## src/rtl/core/ssid_pkg.sv

```systemverilog
// shared types, sizes and codes for the sorted set block
package ssid_pkg;

  localparam int DEPTH = 16;
  localparam int CNT_W = $clog2(DEPTH + 1);
  localparam int VAL_W = 32;
  localparam int KIND_W = 2;
  localparam int STAT_W = 3;
  localparam int ECNT_W = 5;

  typedef enum logic [KIND_W-1:0] {
    KIND_INSERT = 2'd0,
    KIND_REMOVE = 2'd1,
    KIND_LIST   = 2'd2,
    KIND_IGNORE = 2'd3
  } kind_t;

  typedef enum logic [STAT_W-1:0] {
    ST_INSERTED  = 3'd0,
    ST_DUPLICATE = 3'd1,
    ST_FULL      = 3'd2,
    ST_REMOVED   = 3'd3,
    ST_ABSENT    = 3'd4,
    ST_LISTED    = 3'd5,
    ST_EMPTY     = 3'd6
  } status_t;

  typedef enum logic [1:0] {
    CELL_HOLD,
    CELL_INSERT,
    CELL_REMOVE,
    CELL_ROTATE
  } cell_op_t;

  typedef enum logic {
    FSM_IDLE,
    FSM_LIST
  } fsm_t;

  // command broadcast to every cell
  typedef struct packed {
    cell_op_t          op;
    logic [VAL_W-1:0]  value;
  } cell_ctl_t;

  // what the chain reports back to the controller
  typedef struct packed {
    logic              hit;
    logic [VAL_W-1:0]  head;
  } chain_stat_t;

  // count masked to the result field width
  function automatic logic [ECNT_W-1:0] fit_count(input logic [CNT_W-1:0] c);
    logic [CNT_W+ECNT_W-1:0] w;
    w = {{ECNT_W{1'b0}}, c};
    return w[ECNT_W-1:0];
  endfunction

endpackage

```

## src/rtl/core/ssid_if.sv

```systemverilog
// item channels for the sorted set block
interface ssid_in_if import ssid_pkg::*; ();
  logic                     valid;
  logic                     ready;
  logic [KIND_W-1:0]        kind;
  logic signed [VAL_W-1:0]  value;

  modport source (output valid, kind, value, input ready);
  modport sink (input valid, kind, value, output ready);
endinterface

interface ssid_out_if import ssid_pkg::*; ();
  logic                     valid;
  logic                     ready;
  logic [STAT_W-1:0]        status;
  logic signed [VAL_W-1:0]  entry_value;
  logic [ECNT_W-1:0]        entry_count;
  logic                     last;

  modport source (output valid, status, entry_value, entry_count, last, input ready);
  modport sink (input valid, status, entry_value, entry_count, last, output ready);
endinterface

```

## src/rtl/core/sorted_set_insert_delete.sv

```systemverilog
// sorted set of distinct signed values with insert, remove and list items
//
// in_ch carries items: kind (insert, remove, list, or an unused code that is
// dropped without a result) and a signed 32-bit value. out_ch carries results:
// status, entry_value, entry_count and last. both use valid/ready.
// in insert and remove every cell compares its entry with the value at once
// and the row shifts by one place in the cycle the item is taken, so a new
// item is taken each cycle while the output register is free; the result is
// registered and shows in the cycle after the item is taken.
// a list item walks the stored values out of the head cell, rotating the
// occupied cells once per result, so it gives one result per stored value
// (up to DEPTH); no item is taken meanwhile. an empty set lists as a
// single empty result.
// reset clears the count and the output valid; cell contents are left as is
// and are never read before being written. when out_ch.ready is low the
// result register holds and in_ch.ready drops until it is taken.
module sorted_set_insert_delete import ssid_pkg::*; (
  input  logic  clk,
  input  logic  rst_n,
  ssid_in_if.sink    in_ch,
  ssid_out_if.source out_ch
);

  fsm_t              state_r, state_nxt;
  logic [CNT_W-1:0]  count_r, count_nxt;
  logic [CNT_W-1:0]  remain_r, remain_nxt;
  logic              out_valid_r, out_valid_nxt;
  status_t           status_r, status_nxt;
  logic [VAL_W-1:0]  value_r, value_nxt;
  logic [ECNT_W-1:0] ecnt_r, ecnt_nxt;
  logic              last_r, last_nxt;

  cell_ctl_t         ctl;
  chain_stat_t       stat;
  logic              slot_free;
  logic              accept;
  kind_t             kind;

  assign kind      = kind_t'(in_ch.kind);
  assign slot_free = !out_valid_r || out_ch.ready;
  assign in_ch.ready = (state_r == FSM_IDLE) && slot_free;
  assign accept    = in_ch.valid && in_ch.ready;

  ssid_chain u_chain (
    .clk   (clk),
    .ctl   (ctl),
    .count (count_r),
    .stat  (stat)
  );

  always_comb begin
    state_nxt = state_r;
    case (state_r)
      FSM_IDLE: begin
        if (accept && kind == KIND_LIST && count_r != '0) begin
          state_nxt = FSM_LIST;
        end
      end
      FSM_LIST: begin
        if (slot_free && remain_r == CNT_W'(1)) begin
          state_nxt = FSM_IDLE;
        end
      end
      default: begin
        state_nxt = FSM_IDLE;
      end
    endcase
  end

  always_comb begin
    ctl.op        = CELL_HOLD;
    ctl.value     = in_ch.value;
    count_nxt     = count_r;
    remain_nxt    = remain_r;
    out_valid_nxt = out_valid_r && !out_ch.ready;
    status_nxt    = status_r;
    value_nxt     = value_r;
    ecnt_nxt      = ecnt_r;
    last_nxt      = last_r;
    case (state_r)
      FSM_IDLE: begin
        if (accept) begin
          value_nxt = in_ch.value;
          last_nxt  = 1'b1;
          case (kind)
            KIND_INSERT: begin
              out_valid_nxt = 1'b1;
              if (stat.hit) begin
                status_nxt = ST_DUPLICATE;
              end else if (count_r == CNT_W'(DEPTH)) begin
                status_nxt = ST_FULL;
              end else begin
                ctl.op     = CELL_INSERT;
                count_nxt  = count_r + CNT_W'(1);
                status_nxt = ST_INSERTED;
              end
            end
            KIND_REMOVE: begin
              out_valid_nxt = 1'b1;
              if (stat.hit) begin
                ctl.op     = CELL_REMOVE;
                count_nxt  = count_r - CNT_W'(1);
                status_nxt = ST_REMOVED;
              end else begin
                status_nxt = ST_ABSENT;
              end
            end
            KIND_LIST: begin
              if (count_r == '0) begin
                out_valid_nxt = 1'b1;
                status_nxt    = ST_EMPTY;
              end else begin
                remain_nxt = count_r;
              end
            end
            default: begin
              out_valid_nxt = out_valid_r && !out_ch.ready;
            end
          endcase
          ecnt_nxt = fit_count(count_nxt);
        end
      end
      FSM_LIST: begin
        if (slot_free) begin
          ctl.op        = CELL_ROTATE;
          out_valid_nxt = 1'b1;
          status_nxt    = ST_LISTED;
          value_nxt     = stat.head;
          ecnt_nxt      = fit_count(count_r);
          last_nxt      = (remain_r == CNT_W'(1));
          remain_nxt    = remain_r - CNT_W'(1);
        end
      end
      default: begin
        ctl.op = CELL_HOLD;
      end
    endcase
  end

  always_ff @(posedge clk) begin
    if (!rst_n) begin
      state_r     <= FSM_IDLE;
      count_r     <= '0;
      remain_r    <= '0;
      out_valid_r <= 1'b0;
    end else begin
      state_r     <= state_nxt;
      count_r     <= count_nxt;
      remain_r    <= remain_nxt;
      out_valid_r <= out_valid_nxt;
    end
  end

  always_ff @(posedge clk) begin
    status_r <= status_nxt;
    value_r  <= value_nxt;
    ecnt_r   <= ecnt_nxt;
    last_r   <= last_nxt;
  end

  assign out_ch.valid       = out_valid_r;
  assign out_ch.status      = status_r;
  assign out_ch.entry_value = value_r;
  assign out_ch.entry_count = ecnt_r;
  assign out_ch.last        = last_r;

endmodule

```

## src/rtl/core/ssid_cell.sv

```systemverilog
// one storage cell of the sorted chain
module ssid_cell import ssid_pkg::*; (
  input  logic              clk,
  input  cell_ctl_t         ctl,
  input  logic              occ,
  input  logic              tail,
  input  logic              left_below,
  input  logic [VAL_W-1:0]  left_entry,
  input  logic [VAL_W-1:0]  right_entry,
  input  logic [VAL_W-1:0]  head_entry,
  output logic [VAL_W-1:0]  entry,
  output logic              below,
  output logic              eq
);

  logic [VAL_W-1:0] entry_r;
  logic [VAL_W-1:0] entry_nxt;

  assign entry = entry_r;
  assign below = occ && ($signed(entry_r) < $signed(ctl.value));
  assign eq    = occ && (entry_r == ctl.value);

  always_comb begin
    entry_nxt = entry_r;
    case (ctl.op)
      CELL_INSERT: begin
        // cells at or above the slot move up by one
        if (!below) begin
          entry_nxt = left_below ? ctl.value : left_entry;
        end
      end
      CELL_REMOVE: begin
        if (!below) begin
          entry_nxt = right_entry;
        end
      end
      CELL_ROTATE: begin
        // ring over the occupied cells only
        entry_nxt = tail ? head_entry : right_entry;
      end
      default: begin
        entry_nxt = entry_r;
      end
    endcase
  end

  always_ff @(posedge clk) begin
    entry_r <= entry_nxt;
  end

endmodule

```

## src/rtl/core/ssid_chain.sv

```systemverilog
// row of cells holding the set in ascending order
module ssid_chain import ssid_pkg::*; (
  input  logic              clk,
  input  cell_ctl_t         ctl,
  input  logic [CNT_W-1:0]  count,
  output chain_stat_t       stat
);

  logic [VAL_W-1:0] entry [DEPTH];
  logic [DEPTH-1:0] below;
  logic [DEPTH-1:0] eq;
  logic [DEPTH:0]   occ;

  assign occ[DEPTH] = 1'b0;

  for (genvar i = 0; i < DEPTH; i++) begin : g_cell
    logic              lb;
    logic [VAL_W-1:0]  le;
    logic [VAL_W-1:0]  re;

    assign occ[i] = count > CNT_W'(i);

    if (i == 0) begin : g_first
      // nothing sits left of the head, so it is the slot when not below
      assign lb = 1'b1;
      assign le = entry[i];
    end else begin : g_mid
      assign lb = below[i-1];
      assign le = entry[i-1];
    end

    if (i == DEPTH - 1) begin : g_last
      assign re = entry[i];
    end else begin : g_inner
      assign re = entry[i+1];
    end

    ssid_cell u_cell (
      .clk         (clk),
      .ctl         (ctl),
      .occ         (occ[i]),
      .tail        (occ[i] && !occ[i+1]),
      .left_below  (lb),
      .left_entry  (le),
      .right_entry (re),
      .head_entry  (entry[0]),
      .entry       (entry[i]),
      .below       (below[i]),
      .eq          (eq[i])
    );
  end

  assign stat.hit  = |eq;
  assign stat.head = entry[0];

endmodule

```

## src/flat_wrapper.sv

```systemverilog
// flat-port wrapper written by rule: the top's interface ports become plain ports
module sorted_set_insert_delete_flat import ssid_pkg::*;
  (clk, rst_n, in_ch_valid, in_ch_kind, in_ch_value, in_ch_ready, out_ch_valid, out_ch_status, out_ch_entry_value, out_ch_entry_count, out_ch_last, out_ch_ready);
  ssid_in_if in_ch_i ();
  ssid_out_if out_ch_i ();
  input  logic clk;
  input  logic rst_n;
  input wire logic [$bits(in_ch_i.valid)-1:0] in_ch_valid;
  input wire logic [$bits(in_ch_i.kind)-1:0] in_ch_kind;
  input wire logic [$bits(in_ch_i.value)-1:0] in_ch_value;
  output wire logic [$bits(in_ch_i.ready)-1:0] in_ch_ready;
  output wire logic [$bits(out_ch_i.valid)-1:0] out_ch_valid;
  output wire logic [$bits(out_ch_i.status)-1:0] out_ch_status;
  output wire logic [$bits(out_ch_i.entry_value)-1:0] out_ch_entry_value;
  output wire logic [$bits(out_ch_i.entry_count)-1:0] out_ch_entry_count;
  output wire logic [$bits(out_ch_i.last)-1:0] out_ch_last;
  input wire logic [$bits(out_ch_i.ready)-1:0] out_ch_ready;
  assign in_ch_i.valid = in_ch_valid;
  assign in_ch_i.kind = in_ch_kind;
  assign in_ch_i.value = in_ch_value;
  assign in_ch_ready = in_ch_i.ready;
  assign out_ch_valid = out_ch_i.valid;
  assign out_ch_status = out_ch_i.status;
  assign out_ch_entry_value = out_ch_i.entry_value;
  assign out_ch_entry_count = out_ch_i.entry_count;
  assign out_ch_last = out_ch_i.last;
  assign out_ch_i.ready = out_ch_ready;
  sorted_set_insert_delete u_core (.clk(clk), .rst_n(rst_n), .in_ch(in_ch_i), .out_ch(out_ch_i));
endmodule
```

## config.mk

```make
export PLATFORM = sky130hd
export DESIGN_NAME = sorted_set_insert_delete_flat
export DESIGN_NICKNAME = d
export VERILOG_FILES = /design/src/rtl/core/ssid_pkg.sv /design/src/rtl/core/ssid_if.sv /design/src/rtl/core/sorted_set_insert_delete.sv /design/src/rtl/core/ssid_cell.sv /design/src/rtl/core/ssid_chain.sv /design/src/flat_wrapper.sv
export SDC_FILE = /design/constraint.sdc
export NUM_CORES = 2
export LEC_CHECK = 0
export BUFFER_PORTS_ARGS = -buffer_cell sky130_fd_sc_hd__buf_2
export CORE_UTILIZATION = 65
export CTS_CLUSTER_SIZE = 30
export DETAILED_ROUTE_END_ITERATION = 16
export PLACE_DENSITY = 0.82
export SLEW_MARGIN = 25
export SYNTH_ARGS = -nofsm -noshare
export SYNTH_HDL_FRONTEND = slang
export SYNTH_HIERARCHICAL = 1
export SYNTH_SLANG_ARGS = --single-unit
```

## constraint.sdc

```tcl
create_clock -name clk -period 9.9 [get_ports clk]
set_input_delay 0.495 -clock clk [delete_from_list [all_inputs] [get_ports clk]]
set_output_delay 0.495 -clock clk [all_outputs]
set_load 0.005 [all_outputs]
```

Yosys cells after proc, flatten, opt, wreduce, memory -nomap -nowiden
Cells that the tools add are included.
Word-level totals
  flip-flop bits (word level): 565
  word-level logic and storage cells: 339
  output and inout bits: 43
Cells by class
  reductions and logical operators: 98
  add/subtract/negate cells: 3
  bitwise operators: 1
  multiplexer cells: 119
  order comparisons: 32
  equality and inequality tests: 62
Operators with widths (count)
  32-bit 2-to-1 mux: 64
  32-bit case mux with 3 select lines: 15
  32-bit == test: 16
  32-bit less-than comparator: 16
  32-bit case mux with 2 select lines: 2
  2-bit != test, second input constant: 35
  1-bit logical AND: 53
  5-bit 2-to-1 mux: 9
  3-bit AND reduction: 15
  5-bit by 4-bit greater-than comparator with 1-bit output, second input constant: 8
  5-bit case mux with 2 select lines: 3
  5-bit by 3-bit greater-than comparator with 1-bit output, second input constant: 4
  1-bit logical NOT: 17
  16-bit OR reduction: 1
  3-bit 2-to-1 mux: 5
  4-bit AND reduction: 3
  5-bit by 1-bit greater-than comparator with 1-bit output, second input constant: 2
  5-bit by 2-bit greater-than comparator with 1-bit output, second input constant: 2
  2-bit 2-to-1 mux: 5
  5-bit by 1-bit subtractor with 5-bit output, second input constant: 2
  3-bit case mux with 3 select lines: 1
  1-bit 2-to-1 mux: 8
  1-bit case mux with 2 select lines: 4
  2-bit case mux with 2 select lines: 2
  other kinds (18): 23

Longest topological paths before layout
  word-level depth: 10
  gate-level depth with buffers: 16
  gate-level depth less buffers: 14

By module
The synthesis kept the hierarchy.
By module, submodules not included
  ssid_cell (u_core.u_chain.g_cell[0].u_cell ...): instances 15, cells an instance 303, seq. area each 960.9 µm², area each 2872.8 µm²
  ssid_cell (u_core.u_chain.g_cell[9].u_cell): instances 1, cells an instance 301, seq. area each 960.9 µm², area each 2860.2 µm²
  sorted_set_insert_delete: instances 1, cells an instance 233, seq. area each 1471.4 µm², area each 2738.9 µm²
  ssid_chain: instances 1, cells an instance 59, seq. area each 0.0 µm², area each 312.8 µm²

Worst setup path after synthesis
Ideal clock, no wire load.
  kind: register -> register
  start point: reg u_core.count_r[3]
  end point: reg u_core.u_chain.g_cell[0].u_cell.entry_r[0] (enable)
  setup time: 0.441 ns
  cell stages (with the launch flop): 16
  period minus slack after synthesis: 7.196 ns
  setup slack: 2.704 ns
  path buffers: 3
  data arrival time: 6.755 ns
  cells stage by stage: dfxtp_1 > buf_6 > or3_4 > buf_6 > or3_1 > and4_1 > and4_2 > nor4_1 > nand4_1 > clkbuf_1 > nor3_1 > a21oi_1 > nor2_1 > nor2_1 > o211a_1 > nor4_2
RTL lines
  start: declaration: RTL line sorted_set_insert_delete.sv:25  | logic [CNT_W-1:0] count_r, count_nxt;
  start signal: assignment: RTL line sorted_set_insert_delete.sv:148  | count_r <= count_nxt;
  end signal: assignment: RTL line ssid_cell.sv:48  | entry_r <= entry_nxt;
  end: declaration: RTL line ssid_cell.sv:16  | logic [VAL_W-1:0] entry_r;

==> run_summary.xml <==
<?xml version="1.0" encoding="UTF-8"?>
<metrics>
  <group name="route">
    <metric name="detail-route-antenna-nets" unit="">0</metric>
    <metric name="viasPerCell" unit="">7.02</metric>
    <metric name="drt-wirelength-per-cell" unit="um">25.6</metric>
    <metric name="dr_total_vias" unit="">42900</metric>
    <metric name="drt-initial-drc-count" unit="">6691</metric>
    <metric name="drt_pre_antenna_iters" unit="">7</metric>
    <metric name="drt_drc_violations_left" unit="">0</metric>
    <metric name="totalWireLength" unit="mm">157</metric>
  </group>
  <group name="cells_and_area">
    <metric name="final_cell_area" unit="um2">52900</metric>
    <metric name="postLayoutCoreUtil" unit="%">71.0</metric>
    <metric name="fin_nets" unit="">5658</metric>
    <metric name="final-seq-area" unit="um2">16800</metric>
    <metric name="filler_cell_count" unit="">5487</metric>
    <metric name="finalNonFillerCells" unit="">6120</metric>
    <metric name="multi_input_area" unit="um2">29300</metric>
    <metric name="drive_gt1_share" unit="%">9.13</metric>
    <metric name="areaGrowthSynthToFinish" unit="%">7.93</metric>
  </group>
  <group name="place">
    <metric name="number_of_placed_instances_taps_included" unit="">5993</metric>
    <metric name="dp_slack" unit="ns">2.57</metric>
    <metric name="io_buffers" unit="">80</metric>
    <metric name="place_area" unit="um2">50500</metric>
    <metric name="detailedPlacementHpwl" unit="mm">104</metric>
    <metric name="routabilityCongestion" unit="">0.939</metric>
  </group>
  <group name="global_route">
    <metric name="aggregate_global_route_resource_usage" unit="%">39.6</metric>
    <metric name="grt_max_degree" unit="">250</metric>
    <metric name="grt_antenna_before_repair" unit="">2</metric>
    <metric name="grt_first_pass_wirelength" unit="mm">238</metric>
    <metric name="first_global_vias" unit="">41100</metric>
    <metric name="grt_residual_overflow" unit="">0</metric>
  </group>
  <group name="timing">
    <metric name="finalMaxSlewViolations" unit="">0</metric>
    <metric name="finalCriticalPeriod" unit="ns">6.95</metric>
    <metric name="worst_pin_slew" unit="ns">1.11</metric>
    <metric name="timing.setup.tns" unit="ns">0</metric>
    <metric name="worst_slew_margin_rel" unit="%">25.8</metric>
    <metric name="post_route_fraction_of_the_period_consumed_by_the_critical_path" unit="%">70.2</metric>
    <metric name="timing.clock.skew" unit="ns">0.0328</metric>
    <metric name="max_freq" unit="GHz">0.144</metric>
    <metric name="rsz0062_at_grt" unit="">no</metric>
    <metric name="report.final.hold_viol_count" unit="">0</metric>
    <metric name="setup_viol" unit="">0</metric>
    <metric name="timing.final.ws_setup" unit="ns">2.95</metric>
  </group>
  <group name="worst_setup_path">
    <metric name="critical_path_peak_fanout" unit="">29</metric>
    <metric name="critPathTopFamily" unit="">simple AND/OR/NAND/NOR gates</metric>
    <metric name="worst_setup_path_end_kind" unit="">flip-flop</metric>
    <metric name="start_kind" unit="">flip-flop</metric>
    <metric name="r2r-start" unit="">u_core/count_r[3]</metric>
    <metric name="crit_path_max_incr_delay" unit="ns">0.86</metric>
    <metric name="slowest_stage" unit="">sky130_fd_sc_hd__nor4_1</metric>
    <metric name="critical_path_data_required_time" unit="ns">10.20</metric>
    <metric name="ff2ff_setup_slack" unit="ns">2.95</metric>
    <metric name="worstPathArrival" unit="ns">7.25</metric>
    <metric name="cp_common_cell" unit="">sky130_fd_sc_hd__buf_4</metric>
    <metric name="r2r_cells" unit="">14</metric>
    <metric name="worstReg2RegEnd" unit="">u_core/u_chain/g_cell[7].u_cell/entry[9]</metric>
    <metric name="timing.critical_path.buf_inv" unit="">2</metric>
    <metric name="worstSetupPathType" unit="">reg -&gt; reg</metric>
    <metric name="path_cells" unit="">or3_4, or3_1, and4_1, and4_2, nor4_1, nand4_1, nor3_1, a21oi_1, nor2_4, buf_4, nor2_1, o211a_1, nor4_4, buf_4</metric>
  </group>
  <group name="min_path">
    <metric name="hold-path-endpoint" unit="">u_core/count_r[4]</metric>
    <metric name="hold_start" unit="">rst_n</metric>
    <metric name="hold_class" unit="">in -&gt; reg</metric>
    <metric name="whs_path_depth" unit="">2</metric>
  </group>
  <group name="clock_tree">
    <metric name="cts_made_buffers" unit="">69</metric>
    <metric name="clk_pin_slew_worst_paths" unit="ns">0.06</metric>
    <metric name="largest_buffer_count_on_any_clock_path" unit="">3</metric>
    <metric name="cts_root_buf" unit="">sky130_fd_sc_hd__clkbuf_16</metric>
    <metric name="tritoncts_clock_tree" unit="">yes</metric>
    <metric name="clock-sinks" unit="">565</metric>
    <metric name="insertion_delay_to_the_later_sink_of_the_worst_skew_pair" unit="ns">0.64</metric>
    <metric name="cts_max_level" unit="">3</metric>
    <metric name="postCtsSetupBuffers" unit="">0</metric>
    <metric name="post_cts_resized" unit="">0</metric>
    <metric name="cts_hold_fix_bufs" unit="">0</metric>
  </group>
  <group name="floorplanning">
    <metric name="chipWidth" unit="um">277</metric>
    <metric name="placeableCoreArea" unit="um2">74400</metric>
    <metric name="floorplan.rows" unit="">100</metric>
    <metric name="die-area" unit="um2">76500</metric>
    <metric name="ios" unit="">81</metric>
    <metric name="die_h" unit="um">277</metric>
    <metric name="floorplan.initialDensity" unit="%">65.8</metric>
  </group>
  <group name="outcome">
    <metric name="outcome" unit="">complete, no violations</metric>
  </group>
  <group name="logic_synthesis">
    <metric name="netlist_instances" unit="">5135</metric>
    <metric name="yosys_warnings" unit="">6</metric>
    <metric name="syn-cell-area" unit="um2">49000</metric>
    <metric name="postSynthAreaPerCell" unit="um2">9.54</metric>
    <metric name="synthesis.nets" unit="">5694</metric>
  </group>
  <group name="pwr">
    <metric name="vdd_ir_drop_max" unit="V">0.000139</metric>
    <metric name="power.leakage" unit="nW">24.8</metric>
    <metric name="power_density" unit="nW/um2">132</metric>
  </group>
  <group name="flow_run">
    <metric name="drv_cap" unit="">0</metric>
  </group>
</metrics>
-- registers in the layout, indices dropped and copies added (netlist names) --
| name | count |
|---|---|
| u_core/u_chain/g_cell.u_cell/entry | 512 |
| u_core/out_ch.entry_value | 32 |
| u_core/count_r | 5 |
| u_core/out_ch.entry_count | 5 |
| u_core/remain_r | 5 |
| u_core/out_ch.status | 3 |
| u_core/out_ch.last | 1 |
| u_core/out_ch.valid | 1 |
| u_core/state_r | 1 |
-- cells in the final DEF (no fill, tap or decap), types with 18 or more instances in the layout --
| cell type | count |
|---|---|
| sky130_fd_sc_hd__nor3_1 | 76 |
| sky130_fd_sc_hd__edfxtp_1 | 553 |
| sky130_fd_sc_hd__ha_1 | 521 |
| sky130_fd_sc_hd__nand3b_1 | 35 |
| sky130_fd_sc_hd__nor4_1 | 20 |
| sky130_fd_sc_hd__or3_1 | 18 |
| sky130_fd_sc_hd__nand4_1 | 67 |
| sky130_fd_sc_hd__buf_4 | 98 |
| sky130_fd_sc_hd__mux2_2 | 32 |
| sky130_fd_sc_hd__inv_1 | 529 |
| sky130_fd_sc_hd__nand2_1 | 146 |
| sky130_fd_sc_hd__nor4_4 | 31 |
| sky130_fd_sc_hd__a211oi_1 | 532 |
| sky130_fd_sc_hd__a21oi_1 | 724 |
| sky130_fd_sc_hd__o21ai_0 | 77 |
| sky130_fd_sc_hd__o211ai_1 | 20 |
| sky130_fd_sc_hd__nor2_1 | 105 |
| sky130_fd_sc_hd__clkbuf_16 | 72 |
| sky130_fd_sc_hd__nand3_1 | 38 |
| sky130_fd_sc_hd__nor2b_1 | 531 |
| sky130_fd_sc_hd__buf_2 | 80 |
| sky130_fd_sc_hd__mux2i_1 | 512 |
-- routing by layer --
metal | vias up | routed length [um] | track usage, %
met4 | 2 | 8580 | 20.9
met3 | 545 | 17600 | 7.10
li1 | 19100 | - | -
met2 | 2885 | 70100 | 61.7
met1 | 20400 | 60500 | 52.7
met5 | - | 13 | 0
-- through the flow --
step	hold WS, ns	power, mW
finish	0.227	7.00
global route	0.242	7.20
CTS	0.204	6.94
detailed placement	0.459	4.33
global placement	0.454	4.27
floorplan	0.440	3.85
-- area by class of cell --
class / instances / area share, %
Multi-Input combinational cell: 3747 / 55.4
Sequential cell: 565 / 31.9
Inverter: 529 / 3.76
Clock buffer: 85 / 3.50
Timing Repair Buffer: 187 / 2.47
Tap cell: 969 / 2.29
Clock inverter: 36 / 0.748
Antenna cell: 2 / 0.00947
-- worst register-to-register path, stage by stage (launching register included) --
cell	delay [ns]
sky130_fd_sc_hd__dfxtp_1	0.53
sky130_fd_sc_hd__or3_4	0.59
sky130_fd_sc_hd__or3_1	0.42
sky130_fd_sc_hd__and4_1	0.22
sky130_fd_sc_hd__and4_2	0.25
sky130_fd_sc_hd__nor4_1	0.86
sky130_fd_sc_hd__nand4_1	0.73
sky130_fd_sc_hd__nor3_1	0.59
sky130_fd_sc_hd__a21oi_1	0.18
sky130_fd_sc_hd__nor2_4	0.47
sky130_fd_sc_hd__buf_4	0.46
sky130_fd_sc_hd__nor2_1	0.10
sky130_fd_sc_hd__o211a_1	0.26
sky130_fd_sc_hd__nor4_4	0.58
sky130_fd_sc_hd__buf_4	0.37
-- worst max-delay path by stage --
stage	cells after the start	startpoint	endpoint
2_1_floorplan	15	u_core/count_r[3]	u_core/u_chain/g_cell[0].u_cell/entry[0]
3_3_place_gp	16	in_ch_value[31]	u_core/u_chain/g_cell[4].u_cell/entry[16]
3_5_place_dp	16	in_ch_value[31]	u_core/u_chain/g_cell[7].u_cell/entry[6]
4_1_cts	14	u_core/count_r[3]	u_core/u_chain/g_cell[7].u_cell/entry[9]
5_1_grt	14	u_core/count_r[3]	u_core/u_chain/g_cell[7].u_cell/entry[11]
6_report	14	u_core/count_r[3]	u_core/u_chain/g_cell[7].u_cell/entry[9]
-- report_power, final --
group / internal (mW) / switching [mW] / leakage (nW)
sequential: 2.83 / 0.141 / 5.22
clock: 1.54 / 1.10 / 1.09
combinational: 0.504 / 0.884 / 18.5
total: 4.87 / 2.13 / 24.8
(Power assumes the default switching activity.)
